$ cat src/rtl/cts_pkg.sv
// shared types and constants for the capture timestamp shifter
package cts_pkg;

  // time constants
  localparam logic [19:0] UsecPerSec = 20'd1000000;
  localparam logic [19:0] UsecMax    = 20'd999999;
  localparam logic [16:0] SecPerDay  = 17'd86400;

  // seconds / 86400 as (seconds >> 7) / 675 by reciprocal multiply
  localparam int unsigned TodShift = 35;
  localparam logic [25:0] TodRecip = 26'((64'd1 << TodShift) / 675);

  // register map, word index
  typedef enum logic [1:0] {
    RegShiftMode    = 2'd0,
    RegSubtract     = 2'd1,
    RegShiftSeconds = 2'd2,
    RegShiftMicros  = 2'd3
  } cfg_reg_t;

  // shift modes
  typedef enum logic [1:0] {
    ModeAbsolute  = 2'd0,
    ModeDate      = 2'd1,
    ModeTimeOfDay = 2'd2,
    ModeRelative  = 2'd3
  } shift_mode_t;

  // input word
  typedef struct packed {
    logic [31:0] in_seconds;
    logic [19:0] in_micros;
  } in_word_t;

  // result word
  typedef struct packed {
    logic [31:0] out_seconds;
    logic [19:0] out_micros;
  } out_word_t;

endpackage

$ cat src/rtl/cts_day_split.sv
// two-stage split of epoch seconds into start of day and time of day
module cts_day_split (
  input  logic        clk,
  input  logic        en,
  input  logic [31:0] sec_i,
  output logic [16:0] tod,
  output logic [31:0] sod
);

  logic [50:0] prod;
  logic [15:0] quot_r;
  logic [31:0] sec_a_r;
  logic [32:0] day_full;
  logic [31:0] day_r;
  logic [17:0] rem_r;
  logic        corr;

  // estimate of the day number, low by at most one
  assign prod = 51'(sec_i[31:7]) * 51'(cts_pkg::TodRecip);

  always_ff @(posedge clk) begin
    if (en) begin
      quot_r  <= prod[50:35];
      sec_a_r <= sec_i;
    end
  end

  // start of the estimated day and the remainder, below two days
  assign day_full = 33'(quot_r) * 33'(cts_pkg::SecPerDay);

  always_ff @(posedge clk) begin
    if (en) begin
      day_r <= day_full[31:0];
      rem_r <= sec_a_r[17:0] - day_full[17:0];
    end
  end

  // one correction step when the estimate was one day short
  assign corr = (rem_r >= 18'(cts_pkg::SecPerDay));
  assign tod  = corr ? 17'(rem_r - 18'(cts_pkg::SecPerDay)) : rem_r[16:0];
  assign sod  = corr ? day_r + 32'(cts_pkg::SecPerDay) : day_r;

endmodule

$ cat src/rtl/capture_timestamp_shift.sv
// capture timestamp shifter top level: register port, pipeline and result register
//
// Takes one timestamp word per cycle while in_stall is low and returns one shifted
// word per word, in order. The pipeline is the input register, then micro
// carry/borrow alongside the first of two reciprocal day split stages, the second
// day split stage with the target, the offset fix, and the final seconds add into
// the result register. It advances as one and holds only while the result register
// is full and out_stall is high. The first word after reset or after a register
// write fixes the seconds offset in the fourth stage; every later word uses that
// offset.
// Registers (32-bit, byte address 4*i): 0 shift_mode, 1 subtract_offset,
// 2 shift_seconds, 3 shift_micros. Write them only while no word is in flight.
module capture_timestamp_shift (
  input  logic                clk,
  input  logic                rst_n,
  // input words
  input  logic                in_valid,
  output logic                in_stall,
  input  cts_pkg::in_word_t   in_data,
  // result words
  output logic                out_valid,
  input  logic                out_stall,
  output cts_pkg::out_word_t  out_data,
  // register port
  input  logic                psel,
  input  logic                penable,
  input  logic                pwrite,
  input  logic [3:0]          paddr,
  input  logic [31:0]         pwdata,
  output logic [31:0]         prdata,
  output logic                pready
);

  typedef struct packed {
    logic [31:0] sec;
    logic        first;
    logic [19:0] us_add;
    logic        carry;
    logic [19:0] us_sub;
    logic        borrow;
  } item_t;

  cts_pkg::shift_mode_t shift_mode_r;
  logic                 subtract_r;
  logic [31:0]          shift_seconds_r;
  logic [19:0]          shift_micros_r;

  logic                 first_seen_r;
  logic [31:0]          applied_seconds_r;
  logic                 applied_subtract_r;
  logic [31:0]          applied_seconds_nxt;
  logic                 applied_subtract_nxt;

  logic                 en;
  logic                 accept;
  logic                 cfg_wr;
  cts_pkg::cfg_reg_t    cfg_idx;

  logic                 s1_valid_r, s2_valid_r, s3_valid_r, s4_valid_r, s5_valid_r;
  cts_pkg::in_word_t    s1_r;
  logic                 s1_first_r;
  item_t                s1_item;
  item_t                s2_r, s3_r, s4_r, s5_r;
  logic [31:0]          s4_target_r;
  logic [31:0]          target_nxt;

  logic [19:0]          us_sat;
  logic [19:0]          dus_sat;
  logic [20:0]          add_sum;

  logic [16:0]          tod;
  logic [31:0]          sod;
  logic                 fix_en;

  logic                 out_valid_r;
  cts_pkg::out_word_t   out_data_r;
  cts_pkg::out_word_t   out_nxt;

  // whole pipeline holds while a result waits on a stalled output
  assign en       = !(out_valid_r && out_stall);
  assign in_stall = !en;
  assign accept   = in_valid && en;

  // register port
  assign pready  = 1'b1;
  assign cfg_wr  = psel && penable && pwrite;
  assign cfg_idx = cts_pkg::cfg_reg_t'(paddr[3:2]);

  always_ff @(posedge clk) begin
    if (!rst_n) begin
      shift_mode_r    <= cts_pkg::ModeRelative;
      subtract_r      <= 1'b0;
      shift_seconds_r <= '0;
      shift_micros_r  <= '0;
    end else if (cfg_wr) begin
      unique case (cfg_idx)
        cts_pkg::RegShiftMode:    shift_mode_r    <= cts_pkg::shift_mode_t'(pwdata[1:0]);
        cts_pkg::RegSubtract:     subtract_r      <= pwdata[0];
        cts_pkg::RegShiftSeconds: shift_seconds_r <= pwdata;
        cts_pkg::RegShiftMicros:  shift_micros_r  <= pwdata[19:0];
        default:                  shift_mode_r    <= shift_mode_r;
      endcase
    end
  end

  // register readback
  always_comb begin
    unique case (cfg_idx)
      cts_pkg::RegShiftMode:    prdata = 32'(shift_mode_r);
      cts_pkg::RegSubtract:     prdata = 32'(subtract_r);
      cts_pkg::RegShiftSeconds: prdata = shift_seconds_r;
      cts_pkg::RegShiftMicros:  prdata = 32'(shift_micros_r);
      default:                  prdata = '0;
    endcase
  end

  // first word flag: set on accept, cleared by a register write
  always_ff @(posedge clk) begin
    if (!rst_n) begin
      first_seen_r <= 1'b0;
    end else if (accept) begin
      first_seen_r <= 1'b1;
    end else if (cfg_wr) begin
      first_seen_r <= 1'b0;
    end
  end

  // pipeline valids
  always_ff @(posedge clk) begin
    if (!rst_n) begin
      s1_valid_r  <= 1'b0;
      s2_valid_r  <= 1'b0;
      s3_valid_r  <= 1'b0;
      s4_valid_r  <= 1'b0;
      s5_valid_r  <= 1'b0;
      out_valid_r <= 1'b0;
    end else if (en) begin
      s1_valid_r  <= in_valid;
      s2_valid_r  <= s1_valid_r;
      s3_valid_r  <= s2_valid_r;
      s4_valid_r  <= s3_valid_r;
      s5_valid_r  <= s4_valid_r;
      out_valid_r <= s5_valid_r;
    end
  end

  // stage 1: saturate micros, prepare carry and borrow results
  always_comb begin
    us_sat  = (s1_r.in_micros > cts_pkg::UsecMax) ? cts_pkg::UsecMax : s1_r.in_micros;
    dus_sat = (shift_micros_r > cts_pkg::UsecMax) ? cts_pkg::UsecMax : shift_micros_r;
    add_sum = 21'(us_sat) + 21'(dus_sat);
    s1_item.sec    = s1_r.in_seconds;
    s1_item.first  = s1_first_r;
    s1_item.carry  = (add_sum >= 21'(cts_pkg::UsecPerSec));
    s1_item.us_add = s1_item.carry ? 20'(add_sum - 21'(cts_pkg::UsecPerSec)) : add_sum[19:0];
    s1_item.borrow = (dus_sat > us_sat);
    s1_item.us_sub = s1_item.borrow ? 20'(21'(us_sat) + 21'(cts_pkg::UsecPerSec) - 21'(dus_sat))
                                    : us_sat - dus_sat;
  end

  // stages 2 and 3: time of day split
  cts_day_split u_day_split (
    .clk   (clk),
    .en    (en),
    .sec_i (s1_r.in_seconds),
    .tod   (tod),
    .sod   (sod)
  );

  // stage 3: target time for the absolute modes
  always_comb begin
    unique case (shift_mode_r)
      cts_pkg::ModeDate:      target_nxt = shift_seconds_r + 32'(tod);
      cts_pkg::ModeTimeOfDay: target_nxt = sod + shift_seconds_r;
      default:                target_nxt = shift_seconds_r;
    endcase
  end

  // pipeline payload
  always_ff @(posedge clk) begin
    if (en) begin
      s1_r        <= in_data;
      s1_first_r  <= !first_seen_r;
      s2_r        <= s1_item;
      s3_r        <= s2_r;
      s4_r        <= s3_r;
      s4_target_r <= target_nxt;
      s5_r        <= s4_r;
      out_data_r  <= out_nxt;
    end
  end

  // stage 4: fix the offset on the first word
  assign fix_en = en && s4_valid_r && s4_r.first;

  always_comb begin
    if (shift_mode_r == cts_pkg::ModeRelative) begin
      applied_seconds_nxt  = shift_seconds_r;
      applied_subtract_nxt = subtract_r;
    end else if (s4_r.sec > s4_target_r) begin
      applied_seconds_nxt  = s4_r.sec - s4_target_r;
      applied_subtract_nxt = 1'b1;
    end else begin
      applied_seconds_nxt  = s4_target_r - s4_r.sec;
      applied_subtract_nxt = 1'b0;
    end
  end

  always_ff @(posedge clk) begin
    if (!rst_n) begin
      applied_seconds_r  <= '0;
      applied_subtract_r <= 1'b0;
    end else if (fix_en) begin
      applied_seconds_r  <= applied_seconds_nxt;
      applied_subtract_r <= applied_subtract_nxt;
    end
  end

  // stage 5: apply seconds offset with micro carry or borrow
  always_comb begin
    if (applied_subtract_r) begin
      out_nxt.out_seconds = s5_r.sec - applied_seconds_r - 32'(s5_r.borrow);
      out_nxt.out_micros  = s5_r.us_sub;
    end else begin
      out_nxt.out_seconds = s5_r.sec + applied_seconds_r + 32'(s5_r.carry);
      out_nxt.out_micros  = s5_r.us_add;
    end
  end

  assign out_valid = out_valid_r;
  assign out_data  = out_data_r;

  // accepted word always leaves the first word flag set
  a_first_set: assert property (@(posedge clk) disable iff (!rst_n)
    accept |=> first_seen_r)
    else $error("first word flag not set after accept");

  // offset only moves when a first word passes the fix stage
  a_offset_hold: assert property (@(posedge clk) disable iff (!rst_n)
    !fix_en |=> $stable(applied_seconds_r) && $stable(applied_subtract_r))
    else $error("offset changed without a first word");

  // day split is exact
  a_day_split: assert property (@(posedge clk) disable iff (!rst_n)
    s3_valid_r |-> (tod < cts_pkg::SecPerDay) && (sod + 32'(tod) == s3_r.sec))
    else $error("time of day split wrong");

  // result micros stay below one second
  a_micros_range: assert property (@(posedge clk) disable iff (!rst_n)
    out_valid_r |-> (out_data_r.out_micros < cts_pkg::UsecPerSec))
    else $error("result micros out of range");

endmodule

$ cat config.mk
export PLATFORM = sky130hd
export DESIGN_NAME = capture_timestamp_shift
export DESIGN_NICKNAME = d
export VERILOG_FILES = /design/src/rtl/cts_pkg.sv /design/src/rtl/cts_day_split.sv /design/src/rtl/capture_timestamp_shift.sv
export SDC_FILE = /design/constraint.sdc
export NUM_CORES = 2
export LEC_CHECK = 0
export BUFFER_PORTS_ARGS = -buffer_cell sky130_fd_sc_hd__buf_2
export CORE_ASPECT_RATIO = 0.9
export CORE_MARGIN = 2
export CORE_UTILIZATION = 52
export CTS_CLUSTER_DIAMETER = 40
export DETAILED_ROUTE_END_ITERATION = 8
export PLACE_DENSITY_LB_ADDON = 0.05
export SLEW_MARGIN = 20
export SYNTH_ARGS = -nofsm -noshare
export SYNTH_HDL_FRONTEND = slang
export SYNTH_SLANG_ARGS = --single-unit
$ cat constraint.sdc
create_clock -name clk -period 36.1 [get_ports clk]
set_clock_uncertainty 0.1 [all_clocks]
set_input_delay 1.805 -clock clk [delete_from_list [all_inputs] [get_ports clk]]
set_output_delay 1.805 -clock clk [all_outputs]
set_load 0.02 [all_outputs]
==> results.md <==
* Post-synth ARST share at 0%
* CP Capture Type: flip-flop
* # hold bufs at CTS at 0
* Placement Rows at ~100
* Syn Inst Count at 4,383
* Starting density of the core at 52.50%
* Total CTS buffers at 87
* 1st-iter DRT viols at approximately 2,300
* Pre-Repair DR Iteration Count at 5
* Vias in the first global route at 30,280
* Core region area at 86,020 µm²
* GP Congestion at 0.9340
* Worst Hold Slack at 304.1 ps
* Max Cap Viol at 0
* Detailed placement HPWL at approximately 86,000 µm
* Mean post-synth cell area at 10.30 µm²
* Fin crit share at 20.67%
* Number of gates resized after CTS at 0
* Global route overflow at 0
* Num Clock Sinks at 579
* Vias/cell at 5.460
* TritonCTS clock tree: built
* Critical Path RT at 36,390 ps
* Cell Area, Synth at roughly 45,000 µm²
* Synthesis Warnings at 0
* HP Class: flip-flop to flip-flop
* Worst skew pair latency at 660 ps
* Worst rel slew slack at 27.66%
* VDD IR max at approximately 0.18 mV
* Port bufs at 178
* Share of layout cells above drive strength 1 at a little under a tenth
* Register area share after synthesis at between 30 and 40%
* Tmin final at between 7000 and 8000 ps
* Die width at 314.6 µm
* Wire length of the first global-routing pass at 170,300 µm
* Final Hold Fails at 0
* Syn_nets at 5,334
* Post-DRT Antenna Nets at 0
* Non-Filler Instances at 5,768
* Overall Global Routing Usage at between 20% and 30%
* Routed Wire Length at 108,500 µm
* RSZ-0062 raised after global routing: false
* H-tree depth at 3
* CTS max path bufs at 3
* Via count at 31,490
* # Post-CTS Setup Buffers at 0
* CP arrival at 7750 ps
* Fmax at around 0.13 GHz
* Die area at 89,220 µm²
* Lkg Pwr at around 23 nW
* Area grow syn2layout at 11.22%
* Main synth FF type: edfxtp_1
* EDFF count, synth at roughly 480
* Netlist cell types at 85
* Die Y at 283.6 µm
* Residual DRC at 0
* Placed insts at roughly 5,600
* Setup TNS Final at 0 ps
* Crit start category: flip-flop
* Root Driver: clkbuf_16
* Seq cells post-synth at a little under 600
* Initial antenna violation count at 9
* Max-slew violations at 0
* Layout fillers at 7,473
* # setup viols final at 0
* Final nets at 5,499
* CP Max Fanout at 11
* Slew @ Worst Pin at 1085 ps
* Kind of critical path: flip-flop to flip-flop
* I/O pins at 182
* Wire per inst at roughly 19 µm
* Outcome: completed
* Worst-path clk slew at 50 ps
* Power Dens Cells at 94.32 nW/µm²
* Largest net degree at the start of global routing at about 90
## routing by layer
layer / track usage, % / part of all wire [%] / vias up
met2: 36.69 / 43 / 727
met1: 35.40 / 47 / 14880
met3: 4.027 / 5.5 / 189
met5: 0 / 0.042 / -
met4: 9.762 / 4.2 / 8
li1: - / - / 15680
## synth_stat cells, types with 10 or more instances
master,n,area [µm²]
fa_1,206,4124
nand3b_1,12,90.09
o221ai_1,11,96.34
a211oi_1,29,217.7
o21ai_0,155,775.7
xor2_1,66,578.1
inv_1,626,2350
edfxtp_1,484,14530
or2_2,10,62.56
a311oi_1,10,87.58
o21a_1,49,367.9
nand2b_1,51,319.1
a21o_1,91,683.2
ha_1,650,8133
o211ai_1,37,277.8
nor2_1,196,735.7
o21bai_1,33,247.7
nor2b_1,58,362.9
a21oi_1,304,1521
clkbuf_1,110,412.9
a31oi_1,28,175.2
xnor2_1,162,1419
a2111oi_0,11,96.34
nor4_1,16,100.1
nor3b_1,10,75.07
dfxtp_1,95,1902
mux2_2,32,360.4
and3_1,24,150.1
a211o_1,18,157.7
or3_1,18,112.6
nand4_1,36,225.2
and2_1,46,287.8
o31ai_1,20,150.1
nand3_1,61,305.3
nand2_1,317,1190
nor3_1,65,325.3
mux2i_1,66,660.6
a21boi_0,11,82.58
buf_1,11,41.29
## path summary, 6_finish.rpt
path / startpoint / end / slack, ps / cells past startpoint
setup / recovery: s1_item[56] / u_day_split.quot_r[15] / 28640 / 22
hold / removal: u_day_split.sec_a_r[26] / s3_r[69] / 300 / 0
setup reg to reg: s1_item[56] / u_day_split.quot_r[15] / 28640 / 22
hold reg to reg: u_day_split.sec_a_r[26] / s3_r[69] / 300 / 0
## stage by stage
stage / total power [mW] / setup slack [ps] / area (µm²) / utilization [%]
after floorplan: 3.266 / 19490 / 45160 / -
after global placement: 3.872 / 28720 / 47190 / 54.86
after detailed placement: 3.910 / 28620 / 47190 / 54.86
after CTS: 4.794 / 28580 / 50220 / 58.38
after global routing: 5.244 / 28210 / 50220 / 58.38
final: 4.737 / 28640 / 50220 / 58.38
## cells by family after synthesis
logic type      after synthesis  synth area share (%)
simple gates                948                 10.16
compound gates              909                 13.10
fa+ha+maj                   856                 27.14
buf+inv                     762                 6.415
flops                       579                 36.40
xor+xnor                    228                 4.422
mux                         100                 2.361
other cells                   1              0.008305
## flip-flops by register name (all words and copies together) (netlist names), 2 cells and up
| signal | flops |
|---|---|
| applied_seconds_r | 32 |
| out_data | 52 |
| s1_item | 32 |
| s1_r | 20 |
| s2_r | 42 |
| s3_r | 74 |
| s4_r | 74 |
| s4_target_r | 32 |
| s5_r | 73 |
| shift_micros_r | 20 |
| shift_mode_r | 2 |
| shift_seconds_r | 32 |
| u_day_split.day_r | 25 |
| u_day_split.quot_r | 16 |
| u_day_split.rem_r | 11 |
| u_day_split.sec_a_r | 32 |
## critical path, cell delays in order (launching register included)
cell	delay, ps
edfxtp_1	690
fa_1	530
ha_1	280
inv_1	50
fa_1	560
fa_1	450
fa_1	510
inv_1	60
fa_1	540
inv_1	60
fa_1	540
inv_1	50
ha_1	190
or3_1	310
a221oi_1	200
o21ai_0	150
buf_4	200
a221oi_1	640
nor3_1	170
o221ai_1	310
a21oi_1	190
nor4_1	320
nor3_1	90
## layout by cell type, fill, tap and decap left out, types with 36 or more instances in the layout
cell,n
a21o_1,91
a21oi_1,304
and2_1,46
buf_2,178
clkbuf_16,88
dfxtp_1,94
edfxtp_1,484
fa_1,206
ha_1,648
inv_1,625
mux2i_1,66
nand2_1,316
nand2b_1,51
nand3_1,61
nand4_1,36
nor2_1,196
nor2b_1,58
nor3_1,65
o211ai_1,37
o21a_1,49
o21ai_0,155
xnor2_1,162
xor2_1,66
## final cells by class
class                           count  area (µm²)  area share [%]
Clock buffer                      102        2315           4.609
Antenna cell                        1       2.502        0.004983
Inverter                          628        2357           4.694
Multi-Input combinational cell   3042       25840           51.44
Tap cell                         1144        1431           2.850
Clock inverter                     62       710.7           1.415
Timing Repair Buffer              210        1131           2.252
Sequential cell                   579       16440           32.73
## power breakdown
| part | total [mW] | switching, mW | leakage, nW | internal (mW) |
|---|---|---|---|---|
| Clock | 0.844 | 0.339 | 1.45 | 0.506 |
| Combinational | 2.86 | 1.59 | 15.5 | 1.26 |
| Sequential | 1.04 | 0.0689 | 5.96 | 0.968 |
| Total | 4.74 | 2.00 | 22.9 | 2.73 |
Note: power is estimated with default switching activity, not from simulation.
